`config.mk`:
```
export PLATFORM = sky130hd
export DESIGN_NAME = sps_ctrl
export DESIGN_NICKNAME = d
export VERILOG_FILES = /design/src/rtl/core/sps_pkg.sv /design/src/rtl/core/sps_ctrl.sv
export SDC_FILE = /design/constraint.sdc
export NUM_CORES = 1
export LEC_CHECK = 0
export BUFFER_PORTS_ARGS = -buffer_cell sky130_fd_sc_hd__buf_2
export CORE_MARGIN = 5
export CORE_UTILIZATION = 57
export CTS_CLUSTER_DIAMETER = 100
export DETAILED_ROUTE_END_ITERATION = 6
export PLACE_DENSITY = 0.85
export SYNTH_ARGS = -nofsm -noshare
export SYNTH_HDL_FRONTEND = slang
export SYNTH_SLANG_ARGS = --single-unit
```
`constraint.sdc`:
```
create_clock -name i_clk -period 2.63 [get_ports i_clk]
set_input_delay 0.789 -clock i_clk [delete_from_list [all_inputs] [get_ports i_clk]]
set_output_delay 0.789 -clock i_clk [all_outputs]
set_load 0.02 [all_outputs]
```
`src/rtl/core/sps_pkg.sv`:
```
package sps_pkg;

    localparam int TRIG_ITERATIONS_DEF = 16;
    localparam int TRIG_ITERATIONS_MAX = 30;

    localparam int LCG_MUL     = 1103515245;
    localparam int LCG_INC     = 12345;
    localparam int MINOR_MUL   = 858993459;   // 0.2 * 2^32
    localparam int CORDIC_GAIN = 652032874;   // 1/K in Q2.30

    // shape codes
    localparam logic [2:0] MODE_SPHERE   = 3'd0;
    localparam logic [2:0] MODE_CYLINDER = 3'd1;
    localparam logic [2:0] MODE_CONE     = 3'd2;
    localparam logic [2:0] MODE_INV_CONE = 3'd3;
    localparam logic [2:0] MODE_HEMI     = 3'd4;
    localparam logic [2:0] MODE_TORUS    = 3'd5;

    // register indexes
    localparam logic [2:0] REG_SHAPE_MODE  = 3'd0;
    localparam logic [2:0] REG_WIDTH       = 3'd1;
    localparam logic [2:0] REG_HEIGHT      = 3'd2;
    localparam logic [2:0] REG_CENTER_X    = 3'd3;
    localparam logic [2:0] REG_CENTER_Y    = 3'd4;
    localparam logic [2:0] REG_CENTER_Z    = 3'd5;
    localparam logic [2:0] REG_POINT_COUNT = 3'd6;

    typedef enum logic [1:0] {
        SH_BALL,
        SH_CYL,
        SH_CONE,
        SH_TORUS
    } t_shape;

    typedef enum logic [4:0] {
        S_IDLE,
        S_DR_MUL,
        S_DR_ST,
        S_B_SQ0,
        S_B_SQ1,
        S_B_SQ2,
        S_B_ACC,
        S_B_CHK,
        S_B_W0,
        S_B_W1,
        S_B_W2,
        S_B_W3,
        S_K_START,
        S_K_H,
        S_K_WAIT,
        S_K_R,
        S_K_RAD,
        S_T_C2,
        S_T_M,
        S_T_W1,
        S_T_R,
        S_T_RG,
        S_T_OZ,
        S_T_W2,
        S_P_X,
        S_P_Y,
        S_P_E,
        S_FIN
    } t_state;

    // multiplier operand pairs
    typedef enum logic [3:0] {
        MOP_NONE,
        MOP_LCG,
        MOP_SQ,
        MOP_CW,
        MOP_HH,
        MOP_FW,
        MOP_RW,
        MOP_SR,
        MOP_MW,
        MOP_MC2,
        MOP_RC1,
        MOP_RS1,
        MOP_MS2
    } t_mop;

    // product write-back targets
    typedef enum logic [3:0] {
        SOP_NONE,
        SOP_DRAW,
        SOP_ACC0,
        SOP_ACC,
        SOP_OB,
        SOP_RAD32,
        SOP_RAD31,
        SOP_MINOR,
        SOP_RING,
        SOP_OX,
        SOP_OY,
        SOP_OZ,
        SOP_OZH
    } t_sop;

    typedef struct packed {
        logic       load;
        t_mop       mop;
        logic [1:0] msel;
        t_sop       sop;
        logic [1:0] ssel;
        logic       sq_start;
        logic [1:0] sq_src;
        logic       cd_start;
        logic [1:0] cd_src;
        logic       cd_dst;
        logic       finish;
    } t_cmd;

    typedef struct packed {
        t_shape shape;
        logic   ball_ok;
        logic   sq_busy;
        logic   cd_busy;
        logic   out_full;
    } t_stat;

    function automatic t_shape shape_of(input logic [2:0] mode);
        t_shape s;
        unique case (mode) inside
            MODE_CYLINDER:            s = SH_CYL;
            MODE_CONE, MODE_INV_CONE: s = SH_CONE;
            MODE_TORUS:               s = SH_TORUS;
            default:                  s = SH_BALL;
        endcase
        return s;
    endfunction

    // atan(2^-i) in units of 2^-32 turn
    function automatic logic [29:0] atan_turn(input logic [4:0] i);
        logic [29:0] v;
        unique case (i)
            5'd0:  v = 30'd536870912;
            5'd1:  v = 30'd316933406;
            5'd2:  v = 30'd167458907;
            5'd3:  v = 30'd85004756;
            5'd4:  v = 30'd42667331;
            5'd5:  v = 30'd21354465;
            5'd6:  v = 30'd10680862;
            5'd7:  v = 30'd5340245;
            5'd8:  v = 30'd2670163;
            5'd9:  v = 30'd1335087;
            5'd10: v = 30'd667544;
            5'd11: v = 30'd333772;
            5'd12: v = 30'd166886;
            5'd13: v = 30'd83443;
            5'd14: v = 30'd41722;
            5'd15: v = 30'd20861;
            5'd16: v = 30'd10430;
            5'd17: v = 30'd5215;
            5'd18: v = 30'd2608;
            5'd19: v = 30'd1304;
            5'd20: v = 30'd652;
            5'd21: v = 30'd326;
            5'd22: v = 30'd163;
            5'd23: v = 30'd81;
            5'd24: v = 30'd41;
            5'd25: v = 30'd20;
            5'd26: v = 30'd10;
            5'd27: v = 30'd5;
            5'd28: v = 30'd3;
            5'd29: v = 30'd1;
            default: v = 30'd0;
        endcase
        return v;
    endfunction

    function automatic logic [31:0] sat32(input logic signed [36:0] v);
        logic [31:0] r;
        if (v > 37'sd2147483647) begin
            r = 32'h7FFF_FFFF;
        end else if (v < -37'sd2147483648) begin
            r = 32'h8000_0000;
        end else begin
            r = v[31:0];
        end
        return r;
    endfunction

endpackage

```
`src/rtl/core/sps_ctrl.sv`:
```
module sps_ctrl
    import sps_pkg::*;
(
    input  logic  i_clk,
    input  logic  i_rst_n,
    input  logic  i_valid,
    output logic  o_ready,
    input  t_stat i_stat,
    output t_cmd  o_cmd
);

    t_state     r_state, n_state;
    logic [1:0] r_draws, n_draws;
    logic       accept;
    logic       is_cyl;

    assign o_ready = (r_state == S_IDLE);
    assign accept  = i_valid && o_ready;
    assign is_cyl  = (i_stat.shape == SH_CYL);

    always_ff @(posedge i_clk) begin
        if (!i_rst_n) begin
            r_state <= S_IDLE;
            r_draws <= 2'd0;
        end else begin
            r_state <= n_state;
            r_draws <= n_draws;
        end
    end

    // next state
    always_comb begin
        n_state = r_state;
        n_draws = r_draws;
        unique case (r_state)
            S_IDLE: begin
                if (accept) begin
                    n_state = S_DR_MUL;
                    n_draws = (i_stat.shape == SH_TORUS) ? 2'd2 : 2'd3;
                end
            end
            S_DR_MUL: n_state = S_DR_ST;
            S_DR_ST: begin
                if (r_draws == 2'd1) begin
                    unique case (i_stat.shape)
                        SH_BALL:  n_state = S_B_SQ0;
                        SH_TORUS: n_state = S_T_C2;
                        default:  n_state = S_K_START;
                    endcase
                end else begin
                    n_state = S_DR_MUL;
                end
                n_draws = r_draws - 2'd1;
            end
            S_B_SQ0: n_state = S_B_SQ1;
            S_B_SQ1: n_state = S_B_SQ2;
            S_B_SQ2: n_state = S_B_ACC;
            S_B_ACC: n_state = S_B_CHK;
            S_B_CHK: begin
                if (i_stat.ball_ok) begin
                    n_state = S_B_W0;
                end else begin
                    n_state = S_DR_MUL;
                    n_draws = 2'd3;
                end
            end
            S_B_W0: n_state = S_B_W1;
            S_B_W1: n_state = S_B_W2;
            S_B_W2: n_state = S_B_W3;
            S_B_W3: n_state = S_FIN;
            S_K_START: n_state = S_K_H;
            S_K_H:     n_state = S_K_WAIT;
            S_K_WAIT: begin
                if (!i_stat.sq_busy && !i_stat.cd_busy) begin
                    n_state = S_K_R;
                end
            end
            S_K_R:   n_state = S_K_RAD;
            S_K_RAD: n_state = S_P_X;
            S_T_C2:  n_state = S_T_M;
            S_T_M:   n_state = S_T_W1;
            S_T_W1: begin
                if (!i_stat.cd_busy) begin
                    n_state = S_T_R;
                end
            end
            S_T_R:  n_state = S_T_RG;
            S_T_RG: n_state = S_T_OZ;
            S_T_OZ: n_state = S_T_W2;
            S_T_W2: begin
                if (!i_stat.cd_busy) begin
                    n_state = S_P_X;
                end
            end
            S_P_X: n_state = S_P_Y;
            S_P_Y: n_state = S_P_E;
            S_P_E: n_state = S_FIN;
            S_FIN: begin
                if (!i_stat.out_full) begin
                    n_state = S_IDLE;
                end
            end
            default: n_state = S_IDLE;
        endcase
    end

    // command outputs
    always_comb begin
        o_cmd = '0;
        unique case (r_state)
            S_IDLE:   o_cmd.load = accept;
            S_DR_MUL: o_cmd.mop = MOP_LCG;
            S_DR_ST:  o_cmd.sop = SOP_DRAW;
            S_B_SQ0: begin
                o_cmd.mop  = MOP_SQ;
                o_cmd.msel = 2'd0;
            end
            S_B_SQ1: begin
                o_cmd.mop  = MOP_SQ;
                o_cmd.msel = 2'd1;
                o_cmd.sop  = SOP_ACC0;
            end
            S_B_SQ2: begin
                o_cmd.mop  = MOP_SQ;
                o_cmd.msel = 2'd2;
                o_cmd.sop  = SOP_ACC;
            end
            S_B_ACC: o_cmd.sop = SOP_ACC;
            S_B_CHK: o_cmd.sop = SOP_NONE;
            S_B_W0: begin
                o_cmd.mop  = MOP_CW;
                o_cmd.msel = 2'd0;
            end
            S_B_W1: begin
                o_cmd.mop  = MOP_CW;
                o_cmd.msel = 2'd1;
                o_cmd.sop  = SOP_OB;
                o_cmd.ssel = 2'd0;
            end
            S_B_W2: begin
                o_cmd.mop  = MOP_CW;
                o_cmd.msel = 2'd2;
                o_cmd.sop  = SOP_OB;
                o_cmd.ssel = 2'd1;
            end
            S_B_W3: begin
                o_cmd.sop  = SOP_OB;
                o_cmd.ssel = 2'd2;
            end
            S_K_START: begin
                o_cmd.mop      = MOP_FW;
                o_cmd.sq_start = 1'b1;
                o_cmd.sq_src   = is_cyl ? 2'd1 : 2'd2;
                o_cmd.cd_start = 1'b1;
                o_cmd.cd_src   = is_cyl ? 2'd0 : 2'd1;
                o_cmd.cd_dst   = 1'b0;
            end
            S_K_H: begin
                o_cmd.sop  = SOP_RAD32;
                o_cmd.mop  = MOP_HH;
                o_cmd.msel = is_cyl ? 2'd2 : 2'd0;
            end
            S_K_WAIT: o_cmd.sop = SOP_OZH;
            S_K_R:    o_cmd.mop = is_cyl ? MOP_RW : MOP_SR;
            S_K_RAD:  o_cmd.sop = is_cyl ? SOP_RAD32 : SOP_RAD31;
            S_T_C2: begin
                o_cmd.mop      = MOP_MW;
                o_cmd.cd_start = 1'b1;
                o_cmd.cd_src   = 2'd2;
                o_cmd.cd_dst   = 1'b1;
            end
            S_T_M:  o_cmd.sop = SOP_MINOR;
            S_T_W1: o_cmd.sop = SOP_NONE;
            S_T_R:  o_cmd.mop = MOP_MC2;
            S_T_RG: begin
                o_cmd.sop      = SOP_RING;
                o_cmd.mop      = MOP_MS2;
                o_cmd.cd_start = 1'b1;
                o_cmd.cd_src   = 2'd1;
                o_cmd.cd_dst   = 1'b0;
            end
            S_T_OZ: o_cmd.sop = SOP_OZ;
            S_T_W2: o_cmd.sop = SOP_NONE;
            S_P_X:  o_cmd.mop = MOP_RC1;
            S_P_Y: begin
                o_cmd.sop = SOP_OX;
                o_cmd.mop = MOP_RS1;
            end
            S_P_E: o_cmd.sop = SOP_OY;
            S_FIN: o_cmd.finish = !i_stat.out_full;
            default: o_cmd = '0;
        endcase
    end

endmodule

```
# Yosys cells after proc, flatten, opt, wreduce, memory -nomap -nowiden
# Index checks and enable logic that the tools add are counted.
# totals
output_inout_bits	22
reg_bits	7
in_bits	9
# op_classes
muxes	26
n_eq_ne	36
add_sub_neg	1
n_reduce_logical	17
# op_table
cell	count
$pmux W5 S27	1
$eq A5 B5 Y1 const B	12
$pmux W4 S12	1
$pmux W4 S11	1
$eq A5 B4 Y1 const B	8
$mux W5	6
$eq A5 B3 Y1 const B	4
$pmux W2 S3	2
$pmux W4 S3	1
$eq A5 B2 Y1 const B	2
$mux W2	5
$ne A2 B2 Y1 const B	5
$pmux W5 S2	1
$reduce_or A3 Y1	3
$reduce_or A2 Y1	4
$eq A5 B1 Y1 const B	1
$logic_not A5 Y1	1
$mux W1	5
$reduce_and A5 Y1	1
$eq A2 B1 Y1 const B	2
$mux W4	1
$pmux W2 S2	1
$logic_not A1 Y1	3
$mux W3	1
other kinds (7)	8

# Logic depth before layout (Yosys ltp)
# Gate-level depths: netlist of the first run.
# logic_depth
ltp_word	4
ltp_mapped	6
depth_no_buf	6

# Worst setup path after synthesis of the first run
# OpenSTA, ideal clock, no wires.
# synth_path
path_kind	input port to output port
startpoint	in i_stat[5] (netlist name)
endpoint	out o_cmd[5] (netlist name)
stages	4
setup_slack_ns	0.218
arrival_ns	1.623
path_buffers	0
t_required_ns	1.841
cell_sequence	inv_1 > ha_1 > inv_1 > nor3_1
# synth_lines
item	line_no	text
start: declaration	sps_ctrl.sv:8	input t_stat i_stat,
end: declaration	sps_ctrl.sv:9	output t_cmd o_cmd

==> run_results.csv, run 1 <==
group,metric,value,unit
route,ant_nets,0,
route,wl_per_cell,16.7,um
placement,hpwlAfterDp,2920,um
cts,htree_num_levels,1,
finish,fin_util,72.5,%
grt,first_global_vias,1374,
yosys,synthFlopType,"dfxtp_1",
worst_setup_path,crit_path_end,"o_cmd[15]",
cts,cts_tree,"yes",
floorplan,core_area,1960,um2
worst_setup_path,worstSetupPathType,"in2out",
grt,met3_usage,6.96,%
worst_hold_path,hold_start,"r_draws[1]",
worst_hold_path,min_path_type,"reg2reg",
yosys,synth.yosys.seq_area_share,11.8,%
yosys,synthArstFlopShare,0,%
floorplan,die_area,3090,um2
worst_setup_path,r2r_cells,5,
cts,cts_setup_buffers,0,
yosys,synth_top_family_by_area,"compound AO/OA/AOI/OAI gates",
grt,grt_usage,24.0,%
floorplan,initial_utilization,60.4,%
worst_setup_path,startpoint_type,"primary input",
floorplan,num_io_pins,31,
yosys,synth-simple-area-share,33.2,%
worst_setup_path,path_max_fanout,4,
finish,n_antenna_cell,0,
timing,grt_setup_unrepaired,"false",
worst_setup_path,r2r_setup_slack,0.84,ns
cts,clkLatencyLatePin,0.26,ns
power_and_ir_drop,irDropWorstVdd,0.567,mV
yosys,ys_types,55,
yosys,synth-edff-count,0,
yosys,synth_area,1180,um2
cts,clockRootBuffer,"clkbuf_4",
yosys,ys_warn_count,0,
timing,relSlewSlack,66.2,%
route,drt_iter0_drc,86,
yosys,synth_largest_area_cell,"dfxtp_1",
placement,placed_area,1370,um2
grt,grt_max_degree,20,
timing,setup_slack,0.111,ns
grt,grt_pass1_wl,6210,um
placement,gp_congestion,1.02,
floorplan,die_y,55.6,um
yosys,synth-xor-area-share,0.739,%
finish,final_common_cell,"buf_2",
cts,cts_sinks,7,
route,vias,1486,
yosys,synth_fp_nets,182,
timing,hold_slack,0.471,ns
yosys,synth_compound_area_share,34.8,%
timing,setup_violations,0,
finish,fin_area,1420,um2
route,via_per_inst,6.52,
floorplan,rows,16,
finish,finalNetCount,215,
timing,max_freq,0.397,GHz
worst_setup_path,cp.arrival,1.73,ns
worst_setup_path,r2r-start,"r_state[3]",
timing,hold_viol,0,
finish,final_layout_size_suffix_gt1_share,30.8,%
finish,final_cell_mix,"29 x buf_2, 17 x nor2_1, 16 x buf_4, 14 x nand2_1, 13 x a21oi_1",
timing,post-route-min-period,2.52,ns
timing,drv_slew,0,
grt,use_met2,40.0,%
worst_setup_path,cp.required,1.84,ns
route,drtPass1Iterations,5,
timing,worstMarginPinSlew,0.495,ns
yosys,netlist.area_leader.share,11.8,%
timing,clock_skew,0.0172,ns
cts,numCtsBuffers,3,
worst_setup_path,critPathLaunch,"i_stat[5]",
yosys,synthMuxAreaShare,2.53,%
route,remaining_drc_errors,0,
grt,top_usage_layer,"met2",
grt,grt-ovfl-total,0,
yosys,syn_area_per_cell,7.01,um2
timing,fin_crit_sh,95.8,%
power_and_ir_drop,power.total,0.00140,W
yosys,synthAdderAreaFrac,4.22,%
placement,place_ws,-0.00363,ns
floorplan,die_width,55.6,um
yosys,ys_seq_elements,7,
cts,clock_path_buffers,2,
route,totalWireLength,3810,um
placement,port_buffers,30,
worst_setup_path,r2r-end,"r_state[1]",
finish,synthToLayoutAreaGrowth,20.1,%
yosys,synthTopCellsByArea,"dfxtp_1 12%, a21oi_1 5.9%, nor2_1 5.4%, nand2_1 4.4%, ha_1 4.2%",
run_status,outcome,"finished, final reports clean",
grt,antenna_found_initial,0,
grt,met1_usage,29.3,%
power_and_ir_drop,p_per_area,981,nW/um2
worst_setup_path,end_kind,"output port",
yosys,syn_inst,169,
cts,clk_pin_slew_worst_paths,0.06,ns
power_and_ir_drop,p_leak,0.639,nW
job,maxCapViolCount,0,
## synthesized netlist by cell type (5+ instances only)
cell type  number
nor3_1         10
buf_2           9
nand2b_1        7
inv_1          10
dfxtp_1         7
a21oi_1        14
o22ai_1         5
nand2_1        14
o21ai_0         9
nor2_1         17
## stage by stage
stage	setup TNS, ns	cells
floorplan	0	169
global placement	0	224
detailed placement	-0.00363	224
CTS	0	228
global route	0	228
finish	0	228
## per-layer routing
layer  up-vias  wire (um)  share of wire, %
li1        688          -                 -
met1       663       1450                38
met2       118       1800                47
met3        17        460                12
met4         0         89               2.3
met5         -          0                 0
## timing repair
item / 4_1_cts / 5_1_grt
setup endpoints to repair: 2 / 6
hold buffers: 0 / 0
gates cloned: 0 / 0
resized for setup: 2 / 6
## where the power goes
| group | internal (W) | total, W | switching, W |
|---|---|---|---|
| Sequential | 0.000150 | 0.000242 | 0.0000923 |
| Combinational | 0.000425 | 0.00105 | 0.000627 |
| Clock | 0.0000581 | 0.000102 | 0.0000436 |
## state kept, by name (all words and copies together), names as in the netlist
name,flops
r_state,5
r_draws,2
## critical path, stage by stage
cell and delay, ns:
buf_2 0.11, inv_1 0.11, ha_4 0.16, inv_1 0.09
a21oi_2 0.14, a21oi_1 0.08, nor2_1 0.11, buf_4 0.15
## final cells by class
| class | instances | area, um2 |
|---|---|---|
| Timing Repair Buffer | 45 | 265 |
| Multi-Input combinational cell | 134 | 911 |
| Tap cell | 27 | 33.8 |
| Fill cell | 179 | 539 |
| Clock buffer | 4 | 26.3 |
| Sequential cell | 7 | 145 |
| Inverter | 11 | 41.3 |
## kinds of logic (layout without fill, tap and decap cells)
family	Yosys count	in the layout
and+or+nand+nor	69	69
xor gates and xnor gates	1	1
AOI/OAI and AO/OA	57	57
DFF	7	7
muxes	3	3
adders and majority gates	4	4
buffers and inverters	28	60
## how the worst min path moves through the flow
stage                       endpoint  depth (start not counted)  slack (ns)
after floorplan           r_draws[1]                          2        0.43
after global placement    r_draws[1]                          2        0.46
after detailed placement  r_draws[1]                          2        0.46
after CTS                 r_draws[1]                          2        0.47
after global routing      r_draws[1]                          2        0.51
final                     r_draws[1]                          2        0.47
(Power assumes the default switching activity.)
==> run 2: changes to the inputs <==
- CORE_UTILIZATION: 57 -> 55
- CTS_CLUSTER_SIZE: unset -> 10
- PLACE_DENSITY: 0.85 -> 0.83
==> run 2 against run 1 <==
  * Flip-flop and latch count unchanged
  * Critical path type unchanged
  * Highest routed layer unchanged
  * Die area up 3.0%
  * Non-clock buffer count down 2
  * Clock skew down 0.0095 ns
  * Largest power group unchanged
  * Final cell count down 0.88%
==> run_results.csv, run 2 (synthesis results as in run 1) <==
group,metric,value,unit
run_status,outcome,"finished, final reports clean",
cts,cts_sinks,7,
power_and_ir_drop,irDropWorstVdd,0.632,mV
grt,first_global_vias,1371,
worst_setup_path,startpoint_type,"primary input",
cts,numCtsBuffers,3,
finish,final_common_cell,"buf_2",
route,vias,1440,
worst_setup_path,end_kind,"output port",
worst_setup_path,critical_path.top_delay_family,"buffers and inverters",
finish,final_cell_mix,"30 x buf_2, 17 x nor2_1, 14 x nand2_1, 14 x a21oi_1, 13 x buf_4",
floorplan,initial_utilization,59.2,%
timing,fin_setup_tns,0,ns
cts,clockRootBuffer,"clkbuf_4",
grt,grt_usage,24.0,%
worst_setup_path,worstSetupPathType,"in2out",
timing,max_freq,0.390,GHz
cts,clk_pin_slew_worst_paths,0.05,ns
worst_hold_path,min_path_type,"reg2reg",
finish,largest_reg_flops,5,
finish,reg_top3,"r_state x5, r_draws x2",
cts,clkLatencyLatePin,0.25,ns
worst_setup_path,path_max_fanout,4,
cts,htree_num_levels,1,
worst_setup_path,max_stage_delay,0.22,ns
floorplan,core_area,2000,um2
timing,setup_violations,0,
power_and_ir_drop,p_per_area,992,nW/um2
placement,hpwlAfterDp,2920,um
floorplan,num_io_pins,31,
finish,final_cells,226,
grt,grt-ovfl-total,0,
cts,cts_tree,"yes",
timing,grt_setup_unrepaired,"false",
route,via_per_inst,6.37,
floorplan,die_y,56.4,um
finish,final_layout_size_suffix_gt1_share,29.6,%
grt,antenna_found_initial,0,
cts,clock_path_buffers,2,
power_and_ir_drop,p_leak,0.629,nW
route,remaining_drc_errors,0,
timing,worstMarginPinSlew,0.426,ns
floorplan,die_width,56.4,um
timing,fin_crit_sh,97.6,%
finish,finalNetCount,213,
timing,clock_skew,0.00772,ns
timing,hold_viol,0,
route,drtPass1Iterations,7,
cts,cts_setup_buffers,0,
route,wl_per_cell,16.6,um
placement,placed_cells,222,
placement,gp_congestion,0.994,
worst_setup_path,timing.critical_path.buf_inv,4,
cts,postCtsHoldBufs,0,
worst_setup_path,cpMaxStageDelayCell,"a32oi_2",
finish,top_register,"r_state",
timing,relSlewSlack,70.8,%
worst_setup_path,path_cells,"buf_2 -> inv_1 -> ha_2 -> inv_1 -> a32oi_2 -> o32ai_1 -> buf_2",
timing,post-route-min-period,2.57,ns
route,drt_iter0_drc,80,
timing,drv_slew,0,
placement,port_buffers,30,
route,totalWireLength,3750,um
floorplan,rows,16,
worst_setup_path,cp.arrival,1.78,ns
grt,grt_max_degree,18,
grt,grt_pass1_wl,6340,um
job,maxCapViolCount,0,
finish,synthToLayoutAreaGrowth,18.0,%
worst_setup_path,cp.required,1.84,ns
route,ant_nets,0,
floorplan,die_area,3180,um2
finish,n_antenna_cell,0,
==> run 2: cell types whose count changed in the layout (fill, tap and decap cells not counted) <==
cell,previous run,this run
ha_4,1,0
ha_2,0,1
a21oi_2,1,0
a21oi_1,13,14
buf_2,29,30
buf_4,16,13
a32oi_1,1,0
dfxtp_1,3,4
dfxtp_2,4,3
a32oi_2,0,1
==> run 2: metrics by stage <==
step                hold slack, ns  cell area [um2]  total power [W]  utilization, %  setup slack [ns]
global route                 0.484             1400          0.00149            69.8           0.00336
CTS                          0.457             1390          0.00136            69.2            0.0180
finish                       0.454             1400          0.00139            69.8            0.0640
floorplan                    0.432             1180         0.000990               -             0.218
detailed placement           0.450             1360          0.00126            67.8            0.0185
global placement             0.449             1360          0.00123            67.8            0.0789
==> run 2: path summary, 6_finish.rpt <==
path         startpoint          to  slack, ns  cells past startpoint
min          r_draws[1]  r_draws[1]       0.45                      2
max           i_stat[5]   o_cmd[11]       0.06                      7
max reg2reg  r_state[4]  r_state[1]       0.82                      5
min reg2reg  r_draws[1]  r_draws[1]       0.45                      2
==> run 2: repair_timing <==
action,CTS,global route
endpoints found under the setup margin,1,5
resized for setup,1,4
cloned,0,0
==> run 2: report_power, final <==
part	switching, W	leakage, nW	internal, W
Clock	0.0000420	0.0150	0.0000580
Sequential	0.0000810	0.0588	0.000148
Combinational	0.000635	0.556	0.000421
==> run 2: worst register-to-register path: stages (launching register included) <==
cell	delay [ns]
dfxtp_1	0.48
buf_4	0.27
nand4bb_2	0.23
o32ai_4	0.15
a2111oi_0	0.44
a311oi_1	0.10
==> run 2: final cells by class <==
class	instances	area [um2]
Tap cell	27	33.8
Fill cell	177	604
Multi-Input combinational cell	134	905
Timing Repair Buffer	43	248
Clock buffer	4	26.3
Sequential cell	7	144
Inverter	11	41.3
==> run 2: layer usage <==
layer,vias to the layer above,track usage [%],routed length [um]
li1,682,-,-
met1,665,31.1,1490
met2,89,39.4,1870
met3,4,5.73,381
met4,0,7.12,19
met5,-,0,0
